==> src/rtl/core/sal_pkg.sv <==
// Shared types and constants for the scroll axis-lock filter.
// No dependencies; used by scroll_axis_lock_filter and its testbench.
`default_nettype none
package sal_pkg;

  typedef struct packed {
    logic               start_scroll;
    logic signed [15:0] delta_x_q8;
    logic signed [15:0] delta_y_q8;
    logic [47:0]        stamp_us;
  } in_beat_t;

  typedef struct packed {
    logic signed [15:0] out_x_q8;
    logic signed [15:0] out_y_q8;
    logic               horiz_on;
    logic               vert_on;
  } out_beat_t;

  typedef enum logic [3:0] {
    ST_IDLE,
    ST_ELAPSED,
    ST_NUM,
    ST_MUL,
    ST_RCP,
    ST_QT,
    ST_REM,
    ST_FIX,
    ST_PROD,
    ST_DWELL,
    ST_LOCK,
    ST_DONE
  } state_t;

  localparam int CFG_IDX_W  = 3;
  localparam int CFG_DATA_W = 20;

  localparam logic [CFG_IDX_W-1:0] CFG_ACTIVE_DWELL   = 3'd0;
  localparam logic [CFG_IDX_W-1:0] CFG_INACTIVE_DWELL = 3'd1;
  localparam logic [CFG_IDX_W-1:0] CFG_INITIAL_HORIZ  = 3'd2;
  localparam logic [CFG_IDX_W-1:0] CFG_INITIAL_VERT   = 3'd3;

  localparam logic [19:0] RST_ACTIVE_DWELL   = 20'd100000;
  localparam logic [19:0] RST_INACTIVE_DWELL = 20'd50000;
  localparam logic [15:0] RST_INITIAL_HORIZ  = 16'd38;
  localparam logic [15:0] RST_INITIAL_VERT   = 16'd26;

  // squared-length gates in Q16 mm^2
  localparam logic [63:0] LEN_MIN_SQ  = 64'd1474;
  localparam logic [63:0] LEN_DIAG_SQ = 64'd1638400;

  // slope band coefficients, scaled by 100
  localparam logic [31:0] K_100 = 32'd100;
  localparam logic [31:0] K_057 = 32'd57;
  localparam logic [31:0] K_173 = 32'd173;
  localparam logic [31:0] K_373 = 32'd373;
  localparam logic [31:0] K_027 = 32'd27;

  // product steps of the shared multiplier
  localparam logic [2:0] OP_SQX  = 3'd0;
  localparam logic [2:0] OP_SQY  = 3'd1;
  localparam logic [2:0] OP_Y100 = 3'd2;
  localparam logic [2:0] OP_X057 = 3'd3;
  localparam logic [2:0] OP_X173 = 3'd4;
  localparam logic [2:0] OP_X373 = 3'd5;
  localparam logic [2:0] OP_X027 = 3'd6;
  localparam logic [2:0] OP_END  = 3'd7;

endpackage
`default_nettype wire

==> src/rtl/core/sal_mul.sv <==
// Shared 32x32 unsigned multiplier with registered product.
// Depends on nothing; instanced by scroll_axis_lock_filter.
`default_nettype none
module sal_mul (
  input  wire logic        clk,
  input  wire logic [31:0] a,
  input  wire logic [31:0] b,
  output logic      [63:0] p
);

  always_ff @(posedge clk) begin
    p <= 64'(a) * 64'(b);
  end

endmodule
`default_nettype wire

==> src/rtl/core/sal_div.sv <==
// Divide by a constant: reciprocal estimate from products of the shared
// multiplier, then a short remainder correction. Depends on nothing.
`default_nettype none
module sal_div #(
  parameter int DIVISOR = 100000,
  parameter int SH      = 17
) (
  input  wire logic        clk,
  input  wire logic        load_n,
  input  wire logic        load_q,
  input  wire logic        load_r,
  input  wire logic        fix,
  input  wire logic [63:0] p,
  output logic      [31:0] nh,
  output logic      [31:0] q_est,
  output logic             more,
  output logic      [31:0] quotient
);

  // estimate is at most three below the true quotient, so rem < 4*DIVISOR
  localparam int RW = SH + 3;
  localparam logic [RW-1:0] DIV_V = RW'(DIVISOR);

  logic [SH+31:0] n;
  logic [SH+31:0] r_full;
  logic [RW-1:0]  rem;

  assign nh     = p[SH+31:SH];
  assign q_est  = p[62:31];
  assign r_full = n - p[SH+31:0];
  assign more   = rem >= DIV_V;

  always_ff @(posedge clk) begin
    if (load_n) n <= p[SH+31:0];
    if (load_q) quotient <= q_est;
    else if (fix && more) quotient <= quotient + 32'd1;
    if (load_r) rem <= r_full[RW-1:0];
    else if (fix && more) rem <= rem - DIV_V;
  end

endmodule
`default_nettype wire

==> src/rtl/core/scroll_axis_lock_filter.sv <==
// Scroll axis-lock filter top level: sequencer, state and config registers.
// Depends on sal_pkg, sal_mul and sal_div.
//
//  channel  signals                       direction  beat
//  in       in_valid/in_ready/in_data     input      one scroll motion event
//  out      out_valid/out_ready/out_data  output     filtered delta and axis flags
//  cfg      cfg_we/cfg_index/cfg_data     input      one register write
//
// From accept to the next accept, the sequencer runs per axis a
// divide by the timeout (multiply, reciprocal multiply, back-multiply,
// remainder, up to three correction steps), then eight product steps; it skips
// to the output step once both axes are free-scrolling. One event at a time;
// in_ready is low while busy. The output register holds a result while the next
// event runs; a stalled output holds the sequencer at its last step. Sync reset
// restores register defaults and clears the scroll state.
`default_nettype none
module scroll_axis_lock_filter #(
  parameter int EVENT_TIMEOUT_US = 100000
) (
  input  wire logic                         clk,
  input  wire logic                         rst,
  input  wire logic                         in_valid,
  output logic                              in_ready,
  input  wire sal_pkg::in_beat_t            in_data,
  output logic                              out_valid,
  input  wire logic                         out_ready,
  output sal_pkg::out_beat_t                out_data,
  input  wire logic                         cfg_we,
  input  wire logic [sal_pkg::CFG_IDX_W-1:0]  cfg_index,
  input  wire logic [sal_pkg::CFG_DATA_W-1:0] cfg_data
);

  localparam int EL_W = $clog2(EVENT_TIMEOUT_US + 1);
  localparam int SH   = $clog2(EVENT_TIMEOUT_US);
  localparam logic [EL_W-1:0] TIMEOUT  = EL_W'(EVENT_TIMEOUT_US);
  localparam logic [EL_W-1:0] EL_KNEE  = EL_W'((33 * EVENT_TIMEOUT_US) / 100);
  localparam logic [31:0] TIMEOUT_OP = 32'(EVENT_TIMEOUT_US);
  // 2^(SH+31)/T fits 32 bits since T > 2^(SH-1)
  localparam logic [31:0] RECIP = 32'((64'd1 << (SH + 31)) / 64'(EVENT_TIMEOUT_US));

  sal_pkg::state_t state, state_next;

  logic [19:0] active_dwell, inactive_dwell;
  logic [15:0] initial_horiz, initial_vert;

  sal_pkg::in_beat_t ev;
  logic signed [31:0] vec_x, vec_y;
  logic [47:0] last_stamp;
  logic [19:0] dwell_horiz, dwell_vert;
  logic        horiz_active, vert_active;

  logic [EL_W-1:0] el, num;
  logic [2:0]  step;
  logic        on_y;
  logic [63:0] sqx, lensq, c100;
  logic        ge057, lt173, ge373, lt027;
  logic signed [15:0] res_x, res_y;

  logic [31:0] mul_a, mul_b;
  logic [63:0] mul_p;
  logic [31:0] div_nh, div_qe, div_q;
  logic        div_more;
  logic [31:0] ax, ay;
  logic [47:0] diff;

  assign ax   = vec_x[31] ? 32'(-vec_x) : 32'(vec_x);
  assign ay   = vec_y[31] ? 32'(-vec_y) : 32'(vec_y);
  assign diff = ev.stamp_us - last_stamp;

  sal_mul u_mul (.clk(clk), .a(mul_a), .b(mul_b), .p(mul_p));

  sal_div #(.DIVISOR(EVENT_TIMEOUT_US), .SH(SH)) u_div (
    .clk(clk),
    .load_n(state == sal_pkg::ST_RCP), .load_q(state == sal_pkg::ST_QT),
    .load_r(state == sal_pkg::ST_REM), .fix(state == sal_pkg::ST_FIX),
    .p(mul_p), .nh(div_nh), .q_est(div_qe), .more(div_more), .quotient(div_q)
  );

  function automatic logic signed [31:0] sat_add(input logic neg, input logic [31:0] q,
                                                 input logic signed [15:0] d);
    logic signed [33:0] qs, s;
    qs = neg ? -$signed({2'b00, q}) : $signed({2'b00, q});
    s  = qs + 34'(d);
    if (s > 34'sd2147483647) sat_add = 32'sh7fffffff;
    else if (s < -34'sd2147483648) sat_add = 32'sh80000000;
    else sat_add = s[31:0];
  endfunction

  function automatic logic [19:0] grow(input logic [19:0] dw, input logic [19:0] act,
                                       input logic [EL_W-1:0] e);
    logic [20:0] s;
    s = {1'b0, dw} + 21'(e);
    grow = (s > {1'b0, act}) ? act : s[19:0];
  endfunction

  function automatic logic [19:0] shrink(input logic [19:0] dw, input logic [EL_W-1:0] e);
    shrink = (dw > 20'(e)) ? dw - 20'(e) : 20'd0;
  endfunction

  // shared multiplier operand select
  always_comb begin
    mul_a = ax;
    mul_b = 32'(num);
    case (state)
      sal_pkg::ST_MUL: begin mul_a = on_y ? ay : ax; mul_b = 32'(num); end
      sal_pkg::ST_RCP: begin mul_a = div_nh; mul_b = RECIP; end
      sal_pkg::ST_QT:  begin mul_a = div_qe; mul_b = TIMEOUT_OP; end
      sal_pkg::ST_PROD: begin
        case (step)
          sal_pkg::OP_SQX:  begin mul_a = ax; mul_b = ax; end
          sal_pkg::OP_SQY:  begin mul_a = ay; mul_b = ay; end
          sal_pkg::OP_Y100: begin mul_a = ay; mul_b = sal_pkg::K_100; end
          sal_pkg::OP_X057: begin mul_a = ax; mul_b = sal_pkg::K_057; end
          sal_pkg::OP_X173: begin mul_a = ax; mul_b = sal_pkg::K_173; end
          sal_pkg::OP_X373: begin mul_a = ax; mul_b = sal_pkg::K_373; end
          sal_pkg::OP_X027: begin mul_a = ax; mul_b = sal_pkg::K_027; end
          default:          begin mul_a = ax; mul_b = ax; end
        endcase
      end
      default: ;
    endcase
  end

  assign in_ready = (state == sal_pkg::ST_IDLE);

  always_ff @(posedge clk) begin
    if (rst) state <= sal_pkg::ST_IDLE;
    else     state <= state_next;
  end

  always_comb begin
    state_next = state;
    case (state)
      sal_pkg::ST_IDLE:    if (in_valid) state_next = sal_pkg::ST_ELAPSED;
      sal_pkg::ST_ELAPSED: state_next = (horiz_active && vert_active) ?
                                        sal_pkg::ST_DONE : sal_pkg::ST_NUM;
      sal_pkg::ST_NUM:     state_next = sal_pkg::ST_MUL;
      sal_pkg::ST_MUL:     state_next = sal_pkg::ST_RCP;
      sal_pkg::ST_RCP:     state_next = sal_pkg::ST_QT;
      sal_pkg::ST_QT:      state_next = sal_pkg::ST_REM;
      sal_pkg::ST_REM:     state_next = sal_pkg::ST_FIX;
      sal_pkg::ST_FIX:     if (!div_more) state_next = on_y ? sal_pkg::ST_PROD :
                                                              sal_pkg::ST_MUL;
      sal_pkg::ST_PROD:    if (step == sal_pkg::OP_END) state_next = sal_pkg::ST_DWELL;
      sal_pkg::ST_DWELL:   state_next = sal_pkg::ST_LOCK;
      sal_pkg::ST_LOCK:    state_next = sal_pkg::ST_DONE;
      sal_pkg::ST_DONE:    if (!out_valid || out_ready) state_next = sal_pkg::ST_IDLE;
      default:             state_next = sal_pkg::ST_IDLE;
    endcase
  end

  // config registers
  always_ff @(posedge clk) begin
    if (rst) begin
      active_dwell   <= sal_pkg::RST_ACTIVE_DWELL;
      inactive_dwell <= sal_pkg::RST_INACTIVE_DWELL;
      initial_horiz  <= sal_pkg::RST_INITIAL_HORIZ;
      initial_vert   <= sal_pkg::RST_INITIAL_VERT;
    end else if (cfg_we) begin
      case (cfg_index)
        sal_pkg::CFG_ACTIVE_DWELL:   active_dwell   <= cfg_data;
        sal_pkg::CFG_INACTIVE_DWELL: inactive_dwell <= cfg_data;
        sal_pkg::CFG_INITIAL_HORIZ:  initial_horiz  <= cfg_data[15:0];
        sal_pkg::CFG_INITIAL_VERT:   initial_vert   <= cfg_data[15:0];
        default: ;
      endcase
    end
  end

  // scroll state and sequencer datapath
  always_ff @(posedge clk) begin
    logic        h0, v0, h1, v1;
    logic [19:0] dh, dv;
    if (rst) begin
      vec_x        <= '0;
      vec_y        <= '0;
      last_stamp   <= '0;
      dwell_horiz  <= '0;
      dwell_vert   <= '0;
      horiz_active <= 1'b0;
      vert_active  <= 1'b0;
      out_valid    <= 1'b0;
      step         <= '0;
      on_y         <= 1'b0;
    end else begin
      if (out_valid && out_ready && state != sal_pkg::ST_DONE) out_valid <= 1'b0;
      case (state)
        sal_pkg::ST_IDLE: begin
          if (in_valid) begin
            ev <= in_data;
            if (in_data.start_scroll) begin
              vec_x        <= '0;
              vec_y        <= '0;
              last_stamp   <= '0;
              dwell_horiz  <= '0;
              dwell_vert   <= '0;
              horiz_active <= 1'b0;
              vert_active  <= 1'b0;
            end
          end
        end
        sal_pkg::ST_ELAPSED: begin
          res_x <= ev.delta_x_q8;
          res_y <= ev.delta_y_q8;
          el    <= (last_stamp != '0 && diff <= 48'(TIMEOUT)) ? diff[EL_W-1:0] : '0;
        end
        sal_pkg::ST_NUM: begin
          last_stamp <= ev.stamp_us;
          if (el == '0)          num <= '0;
          else if (el <= EL_KNEE) num <= TIMEOUT - EL_W'({el, 1'b0});
          else                    num <= TIMEOUT - el;
          step <= '0;
          on_y <= 1'b0;
        end
        sal_pkg::ST_FIX: begin
          if (!div_more) begin
            if (on_y) vec_y <= sat_add(vec_y[31], div_q, ev.delta_y_q8);
            else      vec_x <= sat_add(vec_x[31], div_q, ev.delta_x_q8);
            on_y <= ~on_y;
          end
        end
        sal_pkg::ST_PROD: begin
          step <= step + 1'b1;
          // product of the previous step is on mul_p now
          case (step)
            sal_pkg::OP_SQY:  sqx   <= mul_p;
            sal_pkg::OP_Y100: lensq <= sqx + mul_p;
            sal_pkg::OP_X057: c100  <= mul_p;
            sal_pkg::OP_X173: ge057 <= c100 >= mul_p;
            sal_pkg::OP_X373: lt173 <= c100 <  mul_p;
            sal_pkg::OP_X027: ge373 <= c100 >= mul_p;
            sal_pkg::OP_END:  lt027 <= c100 <  mul_p;
            default: ;
          endcase
        end
        sal_pkg::ST_DWELL: begin
          h0 = horiz_active;
          v0 = vert_active;
          if (!h0 && !v0) begin
            h0 = ax > 32'(initial_horiz);
            v0 = ay > 32'(initial_vert);
          end
          dh = dwell_horiz;
          dv = dwell_vert;
          if (lensq > sal_pkg::LEN_MIN_SQ) begin
            if (ge057) begin
              dv = grow(dv, active_dwell, el);
              if (ge373) dh = shrink(dh, el);
            end
            if (lt173) begin
              dh = grow(dh, active_dwell, el);
              if (lt027) dv = shrink(dv, el);
            end
          end
          dwell_horiz  <= dh;
          dwell_vert   <= dv;
          horiz_active <= h0;
          vert_active  <= v0;
        end
        sal_pkg::ST_LOCK: begin
          h1 = horiz_active;
          v1 = vert_active;
          if (dwell_horiz == active_dwell) begin
            h1 = 1'b1;
            if (dwell_vert < inactive_dwell) v1 = 1'b0;
          end
          if (dwell_vert == active_dwell) begin
            v1 = 1'b1;
            if (dwell_horiz < inactive_dwell) h1 = 1'b0;
          end
          if (lensq > sal_pkg::LEN_DIAG_SQ && lt173 && ge057) begin
            h1 = 1'b1;
            v1 = 1'b1;
          end
          horiz_active <= h1;
          vert_active  <= v1;
          if (!h1 && v1) res_x <= '0;
          if (h1 && !v1) res_y <= '0;
        end
        sal_pkg::ST_DONE: begin
          if (!out_valid || out_ready) begin
            out_valid         <= 1'b1;
            out_data.out_x_q8 <= res_x;
            out_data.out_y_q8 <= res_y;
            out_data.horiz_on <= horiz_active;
            out_data.vert_on  <= vert_active;
          end
        end
        default: ;
      endcase
    end
  end

  a_busy_after_accept: assert property (@(posedge clk) disable iff (rst)
    in_valid && in_ready |=> !in_ready)
    else $error("accepted a second event while busy");

  a_out_hold: assert property (@(posedge clk) disable iff (rst)
    out_valid && !out_ready |=> out_valid && $stable(out_data))
    else $error("output beat changed while stalled");

  a_horiz_lock_zeroes_y: assert property (@(posedge clk) disable iff (rst)
    out_valid && out_data.horiz_on && !out_data.vert_on |-> out_data.out_y_q8 == '0)
    else $error("vertical delta leaked while locked horizontal");

  a_vert_lock_zeroes_x: assert property (@(posedge clk) disable iff (rst)
    out_valid && !out_data.horiz_on && out_data.vert_on |-> out_data.out_x_q8 == '0)
    else $error("horizontal delta leaked while locked vertical");

endmodule
`default_nettype wire

==> config.mk <==
export PLATFORM = sky130hd
export DESIGN_NAME = scroll_axis_lock_filter
export DESIGN_NICKNAME = d
export VERILOG_FILES = /design/src/rtl/core/sal_pkg.sv /design/src/rtl/core/sal_mul.sv /design/src/rtl/core/sal_div.sv /design/src/rtl/core/scroll_axis_lock_filter.sv
export SDC_FILE = /design/constraint.sdc
export NUM_CORES = 2
export LEC_CHECK = 0
export BUFFER_PORTS_ARGS = -buffer_cell sky130_fd_sc_hd__buf_2
export CAP_MARGIN = 20
export CORE_ASPECT_RATIO = 0.75
export CORE_MARGIN = 5
export CORE_UTILIZATION = 65
export CTS_BUF_LIST = sky130_fd_sc_hd__clkbuf_8
export CTS_CLUSTER_DIAMETER = 50
export DETAILED_ROUTE_END_ITERATION = 10
export PLACE_DENSITY = 0.82
export SETUP_SLACK_MARGIN = 0.15
export SLEW_MARGIN = 10
export SYNTH_ARGS = -nofsm -noshare
export SYNTH_HDL_FRONTEND = slang
export SYNTH_SLANG_ARGS = --single-unit
==> constraint.sdc <==
create_clock -name clk -period 12.65 [get_ports clk]
set_clock_uncertainty 0.15 [all_clocks]
set_input_delay 0.6325 -clock clk [delete_from_list [all_inputs] [get_ports clk]]
set_output_delay 0.6325 -clock clk [all_outputs]
set_load 0.05 [all_outputs]
Word-level counts from Yosys, hierarchy flattened
Cells that the tools add are included.
{ "word_totals": {"ff_bits": 747, "out_inout_bits": 36, "elab_cells": 251, "inputBits": 109} }
{ "op_classes": {"n_reduce_logical": 54, "n_lt_le_gt_ge": 19, "multipliers": 1, "bitwise": 2, "muxes": 86, "n_addsub": 17, "n_eq_ne": 35} }
{ "ops": {"columns": ["op", "count"], "rows": [
  ["2-to-1 mux 32 bit", 16],
  ["2-to-1 mux 20 bit", 22],
  ["one-hot mux 32 bit (6 select lines)", 1],
  ["one-hot mux 32 bit (2 select lines)", 2],
  ["one-hot mux 32 bit (4 select lines)", 1],
  ["2-to-1 mux 48 bit", 2],
  ["one-hot mux 32 bit (3 select lines)", 1],
  ["one-hot mux 48 bit (2 select lines)", 1],
  ["one-hot mux 20 bit (2 select lines)", 2],
  ["adder 34 x 16 -> 34 bit", 2],
  ["> comparator 34 x 32 -> 1 bit (second input constant)", 2],
  ["< comparator 34 x 32 -> 1 bit (second input constant)", 2],
  ["2-to-1 mux 34 bit", 2],
  ["adder 64 bit", 1],
  ["greater-or-equal comparator 64 bit", 1],
  ["> comparator 32 x 16 -> 1 bit", 2],
  ["> comparator 64 x 11 -> 1 bit (second input constant)", 1],
  ["> comparator 64 x 21 -> 1 bit (second input constant)", 1],
  ["< comparator 64 bit", 1],
  ["multiplier 32 x 32 -> 64 bit", 1],
  ["negation 32 bit", 2],
  ["one-hot mux 16 bit (2 select lines)", 2],
  ["less-or-equal comparator 48 x 17 -> 1 bit (second input constant)", 1],
  ["one-hot mux 4 bit (12 select lines)", 1],
  ["other kinds (47)", 144]
]} }

Depth between registers and ports, before layout
{ "logic_depth": {"ltp_word": 13, "depth_mapped": 41, "ltp_nobuf": 39} }

Hierarchy
A second synthesis with hierarchy kept.
{ "unflattened": {"hier_cells": 9239, "area_unflattened_um2": 84055.6} }
{ "modules_own_cells": {"columns": ["mod", "seq_area_each_um2", "n_inst", "cells_each", "area_each_um2"], "rows": [
  ["scroll_axis_lock_filter", 15995.3, 1, 4861, 44098.5],
  ["sal_mul", 1281.2, 1, 3871, 35091.2],
  ["sal_div", 2011.9, 1, 507, 4865.9]
]} }

Worst setup path before layout
Ideal clock, no wire load.
{ "synth_path": {"path_kind": "flip-flop to flip-flop", "from": "register vec_x[7]", "to": "register u_mul.p[62]", "stages_incl_launch_ff": 38, "t_arrival_ns": 10.177, "period_less_slack_ns": 10.463, "setup_ns": 0.136, "required_ns": 12.364, "slack_ns": 2.187, "path_cell_list": "dfxtp_1 or4_4 or3_4 or4_4 or3_2 or4_4 nand2_1 xor2_1 o22ai_1 a21oi_1 clkbuf_1 nor2_1 fa_1 inv_1 fa_1 inv_1 fa_1 inv_1 (+2 left out) fa_1 fa_1 fa_1 inv_1 fa_1 inv_1 ha_1 a21o_1 a21o_1 a21oi_1 and3b_1 a21boi_0 o21ai_0 a21oi_1 o31ai_1 nand2_1 o41ai_1 xor2_1"} }
{ "synth_via": {"elab_chain_cells": 5, "word_cells_on_any_way": 8, "cone_classes": "add/sub (1); mul (1); mux (6)"} }
{ "synth_rtl": {"columns": ["item", "line_no", "text"], "rows": [
  ["start: declaration", "scroll_axis_lock_filter.sv:47", "logic signed [31:0] vec_x, vec_y;"],
  ["start signal: assignment", "scroll_axis_lock_filter.sv:218", "else vec_x <= sat_add(vec_x[31], div_q, ev.delta_x_q8);"],
  ["negation 32 bit", "scroll_axis_lock_filter.sv:66", "assign ax = vec_x[31] ? 32'(-vec_x) : 32'(vec_x);"],
  ["2-to-1 mux 32 bit *", "scroll_axis_lock_filter.sv:66", null],
  ["one-hot mux 32 bit (6 select lines) (tied with other cells)", "scroll_axis_lock_filter.sv:109", "case (step)"],
  ["one-hot mux 32 bit (3 select lines) or one-hot mux 32 bit (4 select lines) (tied branches)", "scroll_axis_lock_filter.sv:104", "case (state)"],
  ["multiplier 32 x 32 -> 64 bit *", "sal_mul.sv:12", "p <= 64'(a) * 64'(b);"],
  ["end signal: assignment", "sal_mul.sv:12", null],
  ["end: declaration", "sal_mul.sv:8", "output logic [63:0] p"]
]} }
Every way passes the cells marked *; elsewhere a longest branch is shown, timed or not.
A chain may end at the register's enable or synchronous reset.

Worst setup path after layout
{ "layout_path": {"from": "register vec_x[7]", "to": "register u_mul.p[57]"} }
The elaborated chain is that of the path after synthesis.

==> results.cfg <==
[status]
status = finished clean

[finish]
design_area_um2 = 87300
multiInputGateArea_um2 = 55100
area.sequential_um2 = 19300
nNetsFinal = 10894
drive_gt1_share_pct = 7.03
syn2layout_area_growth_pct = 8.34
post-route-util_pct = 71.2
fillers = 9255

[grt]
grt_pass1_vias = 69610
overflow = 0
grt_usage_pct = 44.2
grt_first_pass_wirelength_um = 437000
grt_max_degree = 82
antenna_found_initial = 13

[worst_setup_path]
critPathLaunchType = flop
crit_arrival_ps = 12810
cp_common_cell = fa_1
criticalPathCategory = reg2reg
path_max_fanout = 20
max_stage_delay_ps = 570
reg2reg_slack_ps = 450
cpMaxStageDelayCell = fa_1
end_kind = flop
crit_required_ps = 13260

[synth]
yosys.area.top_type_share_pct = 22.5
yosys-top-cells-count = 1304 x inv_1, 1014 x nand2_1, 905 x fa_1
synth_cells = 8976
synth_edf_count = 443
synth_flop_cell = edfxtp_1
async_reset_ff_share_pct = 0
ys_types = 96
synthTopCellsByArea = fa_1 22%, edfxtp_1 17%, ha_1 11%
synth.most_common_cell = inv_1
yosysSeqAreaShare_pct = 23.9
ys_seq_elements = 742
synth_area_um2 = 80600
avgSynthCellArea_um2 = 8.98
yosysWarnings = 0
yosys.area.top_type = fa_1

[power]
p_comb_share_pct = 17.9
swShare_pct = 31.4
p_int_w = 0.00413
vdd.ir_drop.worst_mv = 0.101
p_clk_share_pct = 37.3
p_seq_share_pct = 44.7
cellPowerDensity_nw_per_um2 = 68.9
p_total_w = 0.00602
p_leak_nw = 39.8
p_switching_w = 0.00189

[clock_tree]
cts_tree = done
cts_buffer_depth = 3
ctsRootBufferMaster = clkbuf_8
insertion_delay_ps = 920
clk_pin_slew_ps = 60
htree_levels = 3
clock-sinks = 742
numCtsBuffers = 119

[placed_design]
gp_congestion = 1.09
placed_area_um2 = 83600
dpl_worst_slack_ps = 804
place_hpwl_um = 230000
portBuffers = 144

[floorplan]
floorplan.initialDensity_pct = 65.7
row_count = 111
dieArea_um2 = 131000
io_pins = 145
core_um2 = 123000
die_h_um = 315
die_w_um = 417

[detailed_routing]
drcViolationCount = 0
drtIter0Drc = 10879
via_per_inst = 6.52
wirelength_um = 294000
dr.pass1.iters = 9
vias = 71240
wl_per_cell_um = 26.9
detail-route-antenna-nets = 0

[hold_path]
hp-class = in2reg

[timing]
final_hold_viol_count = 0
rsz0062_at_grt = no
period_needed_ps = 12200
finalCritPeriodShare_pct = 96.5
tns_ps = 0
maxSlewViolCount = 0
fmax_ghz = 0.0819
fin_ws_ps = 445
worstMarginPinSlew_ps = 1200
setup_viol = 0
slew_headroom_pct = 18.9

[run]
maxCapViolations = 0
## power groups by stage
stage / Combinational, W / Sequential, W / Clock (W)
floorplan: 0.000687 / 0.00269 / 0
global placement: 0.000968 / 0.00274 / 0
detailed placement: 0.000991 / 0.00274 / 0
CTS: 0.00102 / 0.00269 / 0.00224
global route: 0.00115 / 0.00269 / 0.00237
finish: 0.00108 / 0.00269 / 0.00225
## cell usage in the layout (no fill, tap or decap), drive strengths merged, types with 86 or more instances in the layout
| master | instances |
|---|---|
| xor2 | 168 |
| nand2b | 101 |
| inv | 1348 |
| nand3 | 125 |
| dfxtp | 299 |
| nand4 | 97 |
| nor2 | 830 |
| nor2b | 108 |
| nand2 | 1015 |
| clkbuf | 129 |
| o21ai | 320 |
| nor3 | 86 |
| edfxtp | 443 |
| fa | 905 |
| ha | 712 |
| a21oi | 503 |
| a21o | 200 |
| buf | 350 |
| xnor2 | 320 |
| dlygate4sd3 | 101 |
## logic make-up (layout without fill, tap and decap cells)
kind of cell	count (synthesis)	after routing	share of synthesized area (%)
compound gates	1742	1742	14.1
simple gates	2666	2666	14.9
buf+inv	1693	1989	7.94
fa+ha+maj	1617	1617	33.5
mux	26	26	0.328
xor+xnor	488	488	5.30
flops	742	742	23.9
other cells	2	12	0.00932
## worst paths after layout
path | startpoint | to | cells after the start
max | vec_x[7]$_SDFFE_PP0P_ | u_mul.p[57]$_DFF_P_ | 36
min | in_valid | state[0]$_SDFFE_PP0P_ | 3
max reg2reg | vec_x[7]$_SDFFE_PP0P_ | u_mul.p[57]$_DFF_P_ | 36
min reg2reg | res_x[7]$_SDFFCE_PP0P_ | out_data[25]$_DFFE_PP_ | 0
## through the flow
step                hold slack [ps]  std cells
floorplan                       250       8978
global placement                250      10573
detailed placement              255      10575
CTS                            47.3      10903
global route                   81.2      10915
finish                         98.8      10920
## flip-flops by register name, summed over array words and instances (netlist names), 32 cells and up
| register | cells |
|---|---|
| u_mul.p | 64 |
| vec_y | 32 |
| lensq | 64 |
| u_div.quotient | 32 |
| c100 | 64 |
| ev | 80 |
| sqx | 64 |
| last_stamp | 48 |
| out_data | 34 |
| vec_x | 32 |
## timing repair
action / CTS / global route
hold endpoints to repair: 151 / 0
resized for setup: 0 / 1
hold buffers: 101 / 0
setup buffers: 0 / 4
setup endpoints to repair: 0 / 2
## cell type report
type,count,share of cell area [%]
diodes,8,0.0229
clock buffers,129,2.03
clock inverters,98,0.881
inverters,1311,5.64
multi-input cells,6543,63.1
flip-flops and latches,742,22.1
well taps,1638,2.35
repair buffers,451,3.86
## per-layer routing
metal	up-vias	wire, um	track usage (%)
met1	34241	114000	62.6
met4	12	13600	15.6
met2	5733	112000	59.0
li1	30347	-	-
met5	-	150	0
met3	907	54100	21.0
## worst max-delay path, delay by kind of cell (launching register included)
family	cells	cell delay (ps)
fa+ha+maj	9	4590
simple gates	10	3530
compound gates	10	2300
xor+xnor	2	370
flops	1	360
buf+inv	5	740
No activity file was read; power rests on OpenSTA's default activity.
